<file path="src/rtl/dilp_pkg.sv">
// Package: transaction types and character constants for the decimal list parser.
package dilp_pkg;

    localparam int MAG_W = 31;
    localparam int NUM_W = 32;

    localparam logic [MAG_W-1:0] MAG_MAX = '1;

    localparam logic [7:0] CHAR_COMMA = 8'h2C;
    localparam logic [7:0] CHAR_MINUS = 8'h2D;
    localparam logic [7:0] CHAR_PLUS  = 8'h2B;
    localparam logic [7:0] CHAR_ZERO  = 8'h30;
    localparam logic [7:0] CHAR_NINE  = 8'h39;
    localparam logic [7:0] CHAR_SPACE = 8'h20;
    localparam logic [7:0] CHAR_TAB   = 8'h09;
    localparam logic [7:0] CHAR_CR    = 8'h0D;

    localparam logic [3:0] RADIX = 4'd10;

    typedef struct packed {
        logic [7:0] text_byte;
        logic       final_byte;
    } in_item_t;

    typedef struct packed {
        logic signed [NUM_W-1:0] number;
        logic                    number_valid;
        logic                    end_of_list;
    } out_item_t;

endpackage

</file>
<file path="src/rtl/dilp_scan.sv">
// Scanner state machine: per-byte token phase, digit accumulation and result build.
module dilp_scan (
    input  logic                clk,
    input  logic                rst_n,
    input  logic                fire,
    input  dilp_pkg::in_item_t  item,
    output logic                res_valid,
    output dilp_pkg::out_item_t res
);

    typedef enum logic [1:0] {
        PH_IDLE   = 2'd0,
        PH_SIGN   = 2'd1,
        PH_DIGITS = 2'd2,
        PH_SKIP   = 2'd3
    } phase_t;

    localparam int ACC_W = dilp_pkg::MAG_W + 4;

    phase_t                     phase_reg, phase_next;
    logic [dilp_pkg::MAG_W-1:0] mag_reg, mag_next;
    logic                       minus_reg, minus_next;

    logic                       is_digit, is_blank, is_comma;
    logic [3:0]                 digit;
    logic [7:0]                 digit_full;
    logic [ACC_W-1:0]           acc_ext, acc;
    logic [dilp_pkg::MAG_W-1:0] acc_sat;
    logic                       have;
    logic                       use_next;
    logic [dilp_pkg::MAG_W-1:0] out_mag;
    logic                       out_minus;
    logic [dilp_pkg::NUM_W-1:0] out_pos;

    always_comb
    begin
        is_digit   = (item.text_byte >= dilp_pkg::CHAR_ZERO) &&
                     (item.text_byte <= dilp_pkg::CHAR_NINE);
        is_blank   = (item.text_byte == dilp_pkg::CHAR_SPACE) ||
                     ((item.text_byte >= dilp_pkg::CHAR_TAB) &&
                      (item.text_byte <= dilp_pkg::CHAR_CR));
        is_comma   = (item.text_byte == dilp_pkg::CHAR_COMMA);
        digit_full = item.text_byte - dilp_pkg::CHAR_ZERO;
        digit      = digit_full[3:0];

        // mag * 10 + digit as shift-add
        acc_ext = {4'b0000, mag_reg};
        acc     = (acc_ext << 3) + (acc_ext << 1) + {{(ACC_W-4){1'b0}}, digit};
        acc_sat = (acc > {4'b0000, dilp_pkg::MAG_MAX}) ? dilp_pkg::MAG_MAX
                                                       : acc[dilp_pkg::MAG_W-1:0];

        phase_next = phase_reg;
        mag_next   = mag_reg;
        minus_next = minus_reg;
        have       = 1'b0;

        unique case (phase_reg)
            PH_IDLE, PH_DIGITS:
            begin
                if ((phase_reg == PH_DIGITS) && is_digit)
                begin
                    mag_next = acc_sat;
                end
                else
                begin
                    have = (phase_reg == PH_DIGITS);
                    if (is_blank || is_comma)
                    begin
                        phase_next = PH_IDLE;
                    end
                    else if (item.text_byte == dilp_pkg::CHAR_MINUS)
                    begin
                        minus_next = 1'b1;
                        mag_next   = '0;
                        phase_next = PH_SIGN;
                    end
                    else if (item.text_byte == dilp_pkg::CHAR_PLUS)
                    begin
                        minus_next = 1'b0;
                        mag_next   = '0;
                        phase_next = PH_SIGN;
                    end
                    else if (is_digit)
                    begin
                        minus_next = 1'b0;
                        mag_next   = {{(dilp_pkg::MAG_W-4){1'b0}}, digit};
                        phase_next = PH_DIGITS;
                    end
                    else
                    begin
                        phase_next = PH_SKIP;
                    end
                end
            end
            PH_SIGN:
            begin
                if (is_digit)
                begin
                    mag_next   = {{(dilp_pkg::MAG_W-4){1'b0}}, digit};
                    phase_next = PH_DIGITS;
                end
                else if (is_comma)
                begin
                    phase_next = PH_IDLE;
                end
                else
                begin
                    phase_next = PH_SKIP;
                end
            end
            PH_SKIP:
            begin
                if (is_comma)
                begin
                    phase_next = PH_IDLE;
                end
            end
            default:
            begin
                phase_next = PH_IDLE;
            end
        endcase

        // final byte closes a number still open after this byte
        use_next = !have && item.final_byte && (phase_next == PH_DIGITS);
        out_mag   = use_next ? mag_next : mag_reg;
        out_minus = use_next ? minus_next : minus_reg;
        out_pos   = {1'b0, out_mag};

        res_valid        = have || item.final_byte;
        res.number_valid = have || use_next;
        res.end_of_list  = item.final_byte;
        if (have || use_next)
        begin
            res.number = out_minus ? $signed(-out_pos) : $signed(out_pos);
        end
        else
        begin
            res.number = '0;
        end

        if (item.final_byte)
        begin
            phase_next = PH_IDLE;
            mag_next   = '0;
            minus_next = 1'b0;
        end
    end

    always_ff @(posedge clk or negedge rst_n)
    begin
        if (!rst_n)
        begin
            phase_reg <= PH_IDLE;
            mag_reg   <= '0;
            minus_reg <= 1'b0;
        end
        else if (fire)
        begin
            phase_reg <= phase_next;
            mag_reg   <= mag_next;
            minus_reg <= minus_next;
        end
    end

endmodule

</file>
<file path="src/rtl/decimal_integer_list_parser.sv">
// Throughput: one byte per cycle unless result_stall holds a full output register.
// The scanner updates its phase and magnitude (shift-add times ten with saturation)
// combinationally between the input and output registers.
// Bytes that close no number and are not final produce no transaction.
// Reset (rst_n low, asynchronous): input and output registers empty, scanner between tokens.
module decimal_integer_list_parser (
    input  logic                clk,
    input  logic                rst_n,
    input  logic                byte_valid,
    output logic                byte_stall,
    input  dilp_pkg::in_item_t  byte_item,
    output logic                result_valid,
    input  logic                result_stall,
    output dilp_pkg::out_item_t result_item
);

    logic                in_valid_reg;
    dilp_pkg::in_item_t  in_item_reg;
    logic                out_valid_reg;
    dilp_pkg::out_item_t out_item_reg;

    logic                fire;
    logic                res_valid;
    dilp_pkg::out_item_t res;

    assign fire         = in_valid_reg && (!out_valid_reg || !result_stall);
    assign byte_stall   = in_valid_reg && !fire;
    assign result_valid = out_valid_reg;
    assign result_item  = out_item_reg;

    dilp_scan u_scan (
        .clk       (clk),
        .rst_n     (rst_n),
        .fire      (fire),
        .item      (in_item_reg),
        .res_valid (res_valid),
        .res       (res)
    );

    always_ff @(posedge clk or negedge rst_n)
    begin
        if (!rst_n)
        begin
            in_valid_reg <= 1'b0;
        end
        else if (!byte_stall)
        begin
            in_valid_reg <= byte_valid;
        end
    end

    always_ff @(posedge clk)
    begin
        if (byte_valid && !byte_stall)
        begin
            in_item_reg <= byte_item;
        end
    end

    always_ff @(posedge clk or negedge rst_n)
    begin
        if (!rst_n)
        begin
            out_valid_reg <= 1'b0;
        end
        else if (fire && res_valid)
        begin
            out_valid_reg <= 1'b1;
        end
        else if (!result_stall)
        begin
            out_valid_reg <= 1'b0;
        end
    end

    always_ff @(posedge clk)
    begin
        if (fire && res_valid)
        begin
            out_item_reg <= res;
        end
    end

endmodule

</file>
<file path="config.mk">
export PLATFORM = sky130hd
export DESIGN_NAME = decimal_integer_list_parser
export DESIGN_NICKNAME = d
export VERILOG_FILES = /design/src/rtl/dilp_pkg.sv /design/src/rtl/dilp_scan.sv /design/src/rtl/decimal_integer_list_parser.sv
export SDC_FILE = /design/constraint.sdc
export NUM_CORES = 1
export LEC_CHECK = 0
export BUFFER_PORTS_ARGS = -buffer_cell sky130_fd_sc_hd__buf_2
export CAP_MARGIN = 5
export CORE_ASPECT_RATIO = 0.75
export CORE_MARGIN = 2
export CORE_UTILIZATION = 62
export DETAILED_ROUTE_END_ITERATION = 7
export PLACE_DENSITY_LB_ADDON = 0.08
export SYNTH_ARGS = -nofsm -noshare
export SYNTH_HDL_FRONTEND = slang
export SYNTH_SLANG_ARGS = --single-unit
</file>
<file path="constraint.sdc">
create_clock -name clk -period 9.6 [get_ports clk]
set_input_delay 0.48 -clock clk [delete_from_list [all_inputs] [get_ports clk]]
set_output_delay 0.48 -clock clk [all_outputs]
set_load 0.1 [all_outputs]
</file>
==> results of run 1 <==
metrics by stage:
step / setup WS (ps) / power [µW] / util, % / cells / cell area [µm²]
6_report: 3230 / 1330 / 69.3 / 1066 / 8040
5_1_grt: 2760 / 1380 / 69.3 / 1066 / 8040
4_1_cts: 3400 / 1320 / 69.3 / 1066 / 8040
3_5_place_dp: 3490 / 921 / 66.3 / 1050 / 7700
3_3_place_gp: 3720 / 911 / 66.3 / 1050 / 7700
2_1_floorplan: 4680 / 817 / - / 882 / 7400
cells in the mapped netlist, drive strengths merged (3+ instances only):
master     n
inv       20
nand2    108
a32oi      4
o2111ai    6
nor4       4
o21a       7
a311oi     4
o21ai     72
dfrtp     36
o211ai     8
nand2b     7
nand4     15
a211o      4
nand3b     3
nand3     16
a21oi     72
o21bai     4
a31oi     16
a22o       9
buf       14
o31ai     16
and3       9
o41ai      6
a21boi     5
mux2i      8
and2       9
xor2      26
a21o      14
edfxtp    43
nor2b      6
nor2      93
or2        4
a41oi      5
a221oi     3
nor3      12
a22oi     25
xnor2     27
clkbuf    36
a2bb2oi    3
a211oi    12
ha        63
per-layer routing:
metal	share of wire (%)	vias to the layer above	global-route usage (%)
li1	-	3341	-
met1	44	3506	56.5
met2	43	489	54.2
met3	12	49	7.71
met4	2.1	0	7.94
met5	0	-	0
logic make-up after synthesis:
family	count (synthesis)	synth area share, %
and+or+nand+nor	295	18.6
buffers and inverters	70	3.87
muxes	8	1.08
xor gates and xnor gates	53	6.37
AOI/OAI and AO/OA	312	29.3
DFF	79	29.6
adders and majority gates	65	11.2
power breakdown:
part / total (µW) / switching [µW] / internal [µW]
clock network: 399 / 142 / 256
logic: 496 / 376 / 120
registers: 434 / 39.6 / 394
total: 1330 / 558 / 771
critical path, stage by stage (launching register included):
cell and delay, ps:
edfxtp_1 420, inv_1 210, fa_1 470, fa_1 470, and2b_1 230, o2111ai_1 240, a2111oi_0 900, nor2_1 260
o32ai_1 450, nor2_1 200, o211a_1 500, a31oi_1 540, mux2i_1 240, ha_1 330, and4_1 210, a31oi_1 220
xnor2_1 140, nor2_1 50
cell type report:
class | count | area, µm² | area share, %
multi-input cells | 733 | 4930 | 61.3
flip-flops and latches | 79 | 2190 | 27.3
repair buffers | 56 | 300 | 3.73
clock buffers | 10 | 229 | 2.85
well taps | 162 | 203 | 2.52
clock inverters | 6 | 118 | 1.46
inverters | 20 | 75.1 | 0.933
worst min-delay path by stage:
stage,from,endpoint,cells after the start
2_1_floorplan,rst_n,in_valid_reg$_DFFE_PN0N_,0
3_3_place_gp,result_valid$_DFFE_PN0P_,result_valid$_DFFE_PN0P_,2
3_5_place_dp,result_valid$_DFFE_PN0P_,result_valid$_DFFE_PN0P_,2
4_1_cts,rst_n,u_scan.mag_reg[16]$_DFFE_PN0P_,1
5_1_grt,rst_n,u_scan.mag_reg[16]$_DFFE_PN0P_,1
6_report,rst_n,u_scan.mag_reg[16]$_DFFE_PN0P_,1
==> implementation parameters, run 1 <==
Parameter                              Value

STA
  Post-route clock period utilization ... 66.4%
  Skew final ... ~5.6 ps
  Worst-case hold slack ... approximately 230 ps
  Hold Fails Final Rpt ... 0
  Normalized max-slew margin ... 38.5%
  Fin Setup TNS ... 0 ps
  Unrepaired setup endpoints after global routing ... false
  Shortest period the worst path allows ... between 6000 and 7000 ps
  Pin slew with the least headroom to its limit ... 899 ps
  Maximum operating frequency ... 157 MHz
  Max Transition Viols Final ... 0
  Number of failing setup endpoints in the final timing report ... 0

GRT
  Antenna violations before repair ... 0
  Global-route wire length before repair ... 36.8 mm
  Vias in the first global route ... 6794
  All-Layer GR Usage ... 37.0%
  Maximum number of pins on one net before global-route repair ... 42
  Global-route congestion overflow total ... 0

Yosys
  Number of synthesized register bits ... 79
  Total of warnings raised by yosys ... 0
  Post-synth design cell area ... 7400 µm²
  EDFF count, synth ... 43
  Asr flop ratio synth ... a little under half
  Synthesized instance count ... 882
  Area share of the leading cell type in the synthesized netlist ... 17.4%
  Synth top area cells ... edfxtp_1 (17%), dfrtp_1 (12%), ha_1 (11%)
  Portion of the post-synthesis area used by sequential elements ... 29.6%
  Most frequently used flop master after synthesis ... edfxtp_1
  Syn Area/Cell ... about 8.4 µm²
  Total nets after synthesis ... 960
  Unique masters post-synth ... a little over 80
  Cell type with the largest total area after synthesis ... edfxtp_1

Die
  Chip height ... ~99 µm
  Die Footprint ... 12800 µm²
  Std-Cell Rows ... 34
  Effective utilization at floorplan ... 63.7%
  Die span in x ... 130 µm
  Total I/O pin count ... 49
  Floorplan core area ... 11600 µm²

CTS
  Number of sinks driven by the clock tree ... between 70 and 80
  Hold buffers post-CTS ... 0
  CTS Buf Count ... 9
  Number of buffers between clock root and the deepest sink ... 2
  TritonCTS clock tree ... done
  Insertion delay to the later sink of the worst-skew pair ... 340 ps
  Clock slew seen by the registers of the worst setup and hold paths ... 60 ps
  Clk Tree Root Cell ... clkbuf_16
  H-tree depth ... 3
  Number of resized instances in the post-cts repair step ... 0
  Post-CTS Setup Repair Bufs ... 0

Status
  Result of the run ... finished clean

Final layout
  Fraction of final layout cells sized beyond drive strength 1 ... a little over a tenth
  Post-synthesis to final-layout area growth ... 8.65%
  Commonest non-fill, non-tap cell in the layout ... nand2_1
  Fill cell instance count of the final layout ... 929
  Ant. Diodes ... 0
  Top library cells by usage in the layout, fill and taps aside ... nand2_1 (107), nor2_1 (92), o21ai_0 (72)
  Largest register FFs ... 34
  Final layout net count ... 977

Worst setup path
  Destination of the critical timing path ... result_item[24]$_SDFFCE_PN0P_
  Worst path arrival time ... around 6500 ps
  Worst Reg2Reg Path Length in Cells ... 17
  Data required, critical path ... 9670 ps
  Start of the worst register-to-register path ... in_item_reg[4]$_DFFE_PP_
  Type of element capturing the critical path ... flop
  Worst flop-to-flop path endpoint ... result_item[24]$_SDFFCE_PN0P_
  Critical Path Start ... in_item_reg[4]$_DFFE_PP_
  Worst setup SP type ... flop
  Register-to-register setup slack ... 3230 ps
  Largest fanout on the critical path ... 21
  Crit Path Class ... reg -> reg

Drt
  DRC ... 0
  Number of optimization iterations in the first detailed-route pass ... 6
  Overall routed net length ... 23.1 mm
  Number of nets with antenna violations after routing ... 0
  WL per Instance ... 21.7 µm
  Number of violations reported at the end of detailed-routing iteration 0 ... 1132
  Overall via count from detail_route ... 7385
  Number of vias per cell ... 6.93

Power
  PD cells ... 165 nW/µm²
  Max rail drop VDD ... around 0.00014 V
  Static Leakage ... 0.00351 µW

Placed design
  RePlAce Congestion ... between 1 and 1.5
  DP HPWL ... about 17 mm
  Port Buffers ... 48

Worst hold path
  Path class of the lowest-slack min-delay path ... in -> async

Job
  Total of max-cap violations ... 0
Power figures use the tool's default switching activity.
==> run 2: changes to the inputs <==
- CORE_UTILIZATION: 62 -> 57
- clock period: 9.6 -> 5.7 ns (I/O delays scaled with it)
==> run 2 against run 1 <==
  * Wire length decreased by 0.75%
  * Largest cell class unchanged
  * Maximum frequency increased by 17%
  * Register-to-register slack got worse by 3000 ps
  * Combinational power increased by 70%
  * Sequential cell count unchanged
  * Global-route usage decreased by 3.8 points
  * Non-clock buffer count increased by 12
  * Highest routed layer unchanged
  * Critical path depth increased by 1
==> implementation parameters, run 2 (synthesis results as in run 1) <==
Parameter                              Value

GRT
  All-Layer GR Usage ... 33.2%
  Vias in the first global route ... 6463
  Global-route congestion overflow total ... 0
  Antenna violations before repair ... 0
  Maximum number of pins on one net before global-route repair ... 41
  Global-route wire length before repair ... 35.6 mm

CTS
  Hold buffers post-CTS ... 0
  TritonCTS clock tree ... done
  Number of sinks driven by the clock tree ... 79
  Clk Tree Root Cell ... clkbuf_16
  Number of buffers between clock root and the deepest sink ... 2
  CTS Buf Count ... 9
  Insertion delay to the later sink of the worst-skew pair ... 350 ps
  H-tree depth ... 3
  Post-CTS Setup Repair Bufs ... 0
  Clock slew seen by the registers of the worst setup and hold paths ... around 70 ps

Worst setup path
  Type of element capturing the critical path ... flop
  Largest fanout on the critical path ... 9
  Slowest cell on crit path ... fa_1
  Worst path bufs/invs ... 2
  Worst path arrival time ... 5540 ps
  Worst setup SP type ... flop
  Data required, critical path ... 5780 ps
  Worst path top cell family by delay ... compound AO/OA/AOI/OAI gates
  Delay contributed by the slowest stage of the critical path ... 480 ps
  Critical path, cell by cell ... inv_2, fa_1, fa_1, and2b_1, o2111ai_1, a21o_1, o2111a_1, a311o_1, nor2_1, buf_4, o211ai_4, o311a_1, a21oi_2, ha_2, nand4_1, o41ai_2, xnor2_1, nor2_1
  Crit Path Class ... reg -> reg

Job
  Total of max-cap violations ... 0

Final layout
  Post-synthesis to final-layout area growth ... 9.84%
  Ant. Diodes ... 0
  Commonest non-fill, non-tap cell in the layout ... nand2_1
  Largest register FFs ... 34
  Fraction of final layout cells sized beyond drive strength 1 ... 12.6%
  Top library cells by usage in the layout, fill and taps aside ... nand2_1 (107), nor2_1 (92), o21ai_0 (72)
  Final layout net count ... between 900 and 1000

Drt
  Overall via count from detail_route ... 7342
  DRC ... 0
  Number of violations reported at the end of detailed-routing iteration 0 ... 825
  Overall routed net length ... 23.0 mm
  WL per Instance ... 21.1 µm
  Number of vias per cell ... 6.75
  Number of nets with antenna violations after routing ... 0
  Number of optimization iterations in the first detailed-route pass ... 5

Die
  Effective utilization at floorplan ... 57.7%
  Total I/O pin count ... approximately 50
  Die span in x ... 136 µm
  Floorplan core area ... around 13000 µm²
  Std-Cell Rows ... 36
  Chip height ... 103 µm
  Die Footprint ... 13900 µm²

STA
  Pin slew with the least headroom to its limit ... approximately 900 ps
  Unrepaired setup endpoints after global routing ... false
  Worst-case hold slack ... 56.3 ps
  Post-route clock period utilization ... 95.9%
  Skew final ... 9.77 ps
  Shortest period the worst path allows ... 5460 ps
  Post-layout worst setup margin ... 236 ps
  Hold Fails Final Rpt ... 0
  Max Transition Viols Final ... 0
  Maximum operating frequency ... 183 MHz
  Number of failing setup endpoints in the final timing report ... 0
  Fin Setup TNS ... 0 ps
  Normalized max-slew margin ... 40.3%

Power
  PD cells ... 272 nW/µm²
  Sequential cell fraction of total power ... between 30% and 40%
  Static Leakage ... 0.00354 µW
  Sw Ratio ... 43.0%
  Clock network power share ... 28.8%
  Max rail drop VDD ... 0.000241 V
  PnR Total Power ... approximately 2200 µW
  Design internal power ... 1260 µW
  Relative contribution of combinational cells to total power ... 38.0%
  NetSw ... 951 µW

Status
  Result of the run ... finished clean

Placed design
  Port Buffers ... between 40 and 50
  RePlAce Congestion ... 0.995
  Worst Setup Slack post-DPL ... approximately 200 ps
  DP HPWL ... about 17 mm

Worst hold path
  Path class of the lowest-slack min-delay path ... in -> async
## run 2: path summary, 6_finish.rpt
| path | startpoint | end | slack [ps] | cells past startpoint |
|---|---|---|---|---|
| min | rst_n | u_scan.mag_reg[16]$_DFFE_PN0P_ | 60 | 1 |
| max | in_item_reg[4]$_DFFE_PP_ | result_item[28]$_SDFFCE_PN0P_ | 240 | 18 |
| min in group clk | byte_item[8] | in_item_reg[8]$_DFFE_PP_ | 110 | 1 |
| max reg2reg | in_item_reg[4]$_DFFE_PP_ | result_item[28]$_SDFFCE_PN0P_ | 240 | 18 |
| max in group asynchronous | rst_n | u_scan.mag_reg[27]$_DFFE_PN0P_ | 5070 | 1 |
| min reg2reg | result_valid$_DFFE_PN0P_ | result_valid$_DFFE_PN0P_ | 560 | 2 |
## run 2: area by class of cell
cell class                      count  area [µm²]
Clock buffer                       10         229
Inverter                           20        75.1
Timing Repair Buffer               68         390
Fill cell                        1111        4710
Clock inverter                      6        92.6
Tap cell                          171         214
Multi-Input combinational cell    733        4940
Sequential cell                    79        2190
## run 2: power by group through the flow
stage	sequential, µW	combinational [µW]	clock (µW)
floorplan	915	461	0
finish	735	841	637
global placement	741	809	0
detailed placement	744	819	0
global route	741	897	666
CTS	732	825	646
## run 2: stage by stage
stage	cells	utilization [%]	instance area, µm²
3_3_place_gp	1071	60.8	7800
3_5_place_dp	1071	60.8	7800
2_1_floorplan	882	-	7400
4_1_cts	1087	63.3	8120
6_report	1087	63.3	8130
5_1_grt	1087	63.3	8130
## run 2: metal layers
layer | track usage [%] | vias up | part of all wire, %
met5 | 0 | - | 0
met3 | 8.26 | 63 | 9.7
met2 | 48.2 | 410 | 42
li1 | - | 3362 | -
met4 | 12.3 | 0 | 3.3
met1 | 47.8 | 3507 | 45
## run 2: worst register-to-register path: stages, from the launching register on
cell and delay, ps:
edfxtp_1 430, inv_2 150, fa_1 450, fa_1 480, and2b_1 240, o2111ai_1 250, a21o_1 330, o2111a_1 340
a311o_1 410, nor2_1 120, buf_4 170, o211ai_4 140, o311a_1 400, a21oi_2 200, ha_2 270, nand4_1 170
o41ai_2 440, xnor2_1 160, nor2_1 50
## run 2: timing repair
item | 4_1_cts | 5_1_grt
hold endpoints to repair | 0 | 0
endpoints found under the setup margin | 0 | 2
gates resized for setup | 0 | 4
==> run 3: changes to the inputs <==
- CORE_UTILIZATION: 57 -> 62
- clock period: 5.7 -> 5.6 ns (I/O delays scaled with it)
==> run 3 against run 2 <==
  * Clock power down 8.9%
  * Global-route usage is 3.8 points higher
  * Via count up 1.6%
  * Total power fell by 1.2%
  * Non-clock buffer count shrank 1
  * Hold slack improved by 2.0 ps
  * Sequential power increased by 1%
  * Wire length is 0.56% higher
  * Clock skew down 3.5 ps
  * Critical endpoint is now result_item[32]$_SDFFCE_PN0P_
  * Largest cell class unchanged
==> implementation parameters, run 3 (synthesis results as in run 1) <==
Parameter                              Value

Status
  Result of the run ... finished clean

Drt
  Number of nets with antenna violations after routing ... 0
  WL per Instance ... ~21 µm
  Number of vias per cell ... 6.93
  DRC ... 0
  Met3 WL ... 2.86 mm
  Number of violations reported at the end of detailed-routing iteration 0 ... slightly above 1000
  Met2 wire len ... 9.60 mm
  Length of routed wiring on met1 ... approximately 9.9 mm
  Overall routed net length ... 23.1 mm
  Top layer in use ... met4
  Overall via count from detail_route ... ~7500
  Number of optimization iterations in the first detailed-route pass ... 6

CTS
  Number of buffers between clock root and the deepest sink ... 2
  Clk Tree Root Cell ... clkbuf_16
  H-tree depth ... 3
  TritonCTS clock tree ... done
  Clock slew seen by the registers of the worst setup and hold paths ... 60 ps
  CTS Buf Count ... 9
  Insertion delay to the later sink of the worst-skew pair ... 350 ps
  Number of sinks driven by the clock tree ... 79
  Post-CTS Setup Repair Bufs ... 0
  Hold buffers post-CTS ... 0

STA
  Fin Setup TNS ... 0 ps
  Maximum operating frequency ... 186 MHz
  Unrepaired setup endpoints after global routing ... false
  Skew final ... 6.26 ps
  Post-route clock period utilization ... 95.8%
  Shortest period the worst path allows ... roughly 5400 ps
  Normalized max-slew margin ... 40.5%
  Hold Fails Final Rpt ... 0
  Max Transition Viols Final ... 0
  Number of failing setup endpoints in the final timing report ... 0
  Pin slew with the least headroom to its limit ... 893 ps

Final layout
  Post-synthesis to final-layout area growth ... 9.31%
  Commonest non-fill, non-tap cell in the layout ... nand2_1
  Final layout net count ... 988
  Design Area, Final ... 8090 µm²
  Largest register FFs ... 34
  Top library cells by usage in the layout, fill and taps aside ... nand2_1 (107), nor2_1 (91), o21ai_0 (72)
  Fraction of final layout cells sized beyond drive strength 1 ... between 10% and 20%
  Post-route core utilization ... 69.7%
  Ant. Diodes ... 0

Power
  Design internal power ... ~1200 µW
  Sequential cell fraction of total power ... 34.1%
  Static Leakage ... 0.00354 µW
  Sw Ratio ... 43.5%
  Clock network power share ... 26.6%
  Relative contribution of combinational cells to total power ... 39.4%
  NetSw ... 951 µW
  PD cells ... between 200 and 300 nW/µm²
  Max rail drop VDD ... around 0.00020 V

Die
  Effective utilization at floorplan ... between 60% and 70%
  Total I/O pin count ... 49
  Die Footprint ... approximately 13000 µm²
  Die span in x ... 130 µm
  Chip height ... between 90 and 100 µm
  Floorplan core area ... 11600 µm²
  Std-Cell Rows ... 34

Job
  Total of max-cap violations ... 0

Worst setup path
  Slowest cell on crit path ... or4_1
  Crit Path Class ... reg -> reg
  Type of element capturing the critical path ... flop
  Worst path top cell family by delay ... compound AO/OA/AOI/OAI gates
  Register-to-register setup slack ... 240 ps
  Largest fanout on the critical path ... 22
  Delay contributed by the slowest stage of the critical path ... 510 ps
  Worst path arrival time ... 5580 ps
  Worst path bufs/invs ... 3
  Worst setup SP type ... flop
  Critical path, cell by cell ... inv_1, fa_1, fa_1, and2b_1, o2111ai_1, a21o_1, o2111a_1, a311o_1, nor2_4, o211ai_4, buf_4, nor2_1, o21ai_0, buf_4, or4_1, o31a_1, nand2_1
  Data required, critical path ... 5820 ps

GRT
  Antenna violations before repair ... 0
  All-Layer GR Usage ... 36.9%
  Global-route congestion overflow total ... 0
  Maximum number of pins on one net before global-route repair ... 41
  Vias in the first global route ... 6776
  Global-route wire length before repair ... 36.6 mm

Placed design
  Port Buffers ... 48
  DP HPWL ... 17.5 mm
  RePlAce Congestion ... 1.03
  Cell area reported after detailed placement ... 7780 µm²

Worst hold path
  Path class of the lowest-slack min-delay path ... in -> async
run 3: routing by layer:
| metal | global-route usage (%) | up-vias |
|---|---|---|
| met3 | 9.23 | 83 |
| met2 | 53.4 | 548 |
| met5 | 0 | - |
| met1 | 54.3 | 3464 |
| li1 | - | 3365 |
| met4 | 11.7 | 0 |
run 3: final timing paths:
path / startpoint / endpoint / cells past startpoint
setup reg to reg: in_item_reg[4]$_DFFE_PP_ / result_item[32]$_SDFFCE_PN0P_ / 17
max in group asynchronous: rst_n / u_scan.mag_reg[5]$_DFFE_PN0P_ / 1
hold reg to reg: result_valid$_DFFE_PN0P_ / result_valid$_DFFE_PN0P_ / 2
hold / removal: rst_n / u_scan.mag_reg[19]$_DFFE_PN0P_ / 1
min in group clk: byte_item[0] / in_item_reg[0]$_DFFE_PP_ / 1
setup / recovery: in_item_reg[4]$_DFFE_PP_ / result_item[32]$_SDFFCE_PN0P_ / 17
run 3: timing repair:
item | 4_1_cts | 5_1_grt
resized for setup | 0 | 7
endpoints found under the hold margin | 0 | 0
setup endpoints to repair | 0 | 28
run 3: cell type report:
type                            count  area [µm²]
Clock buffer                       10         229
Fill cell                         926        3520
Sequential cell                    79        2190
Multi-Input combinational cell    733        4950
Inverter                           20        75.1
Timing Repair Buffer               67         383
Tap cell                          162         203
Clock inverter                      6        60.1
run 3: metrics by stage:
step | hold slack (ps) | total power [µW] | setup slack [ps] | std cells
2_1_floorplan | -15.6 | 1400 | 682 | 882
3_3_place_gp | 411 | 1570 | 227 | 1061
5_1_grt | 106 | 2270 | 14.9 | 1077
3_5_place_dp | 434 | 1580 | 77.4 | 1061
4_1_cts | 75.5 | 2160 | 16.5 | 1077
6_report | 58.3 | 2180 | 235 | 1077
run 3: power by group through the flow:
stage | sequential (µW) | combinational, µW | clock [µW]
after floorplan | 931 | 469 | 0
after global placement | 750 | 818 | 0
after detailed placement | 752 | 833 | 0
after CTS | 741 | 840 | 576
after global routing | 751 | 916 | 601
final | 745 | 860 | 580
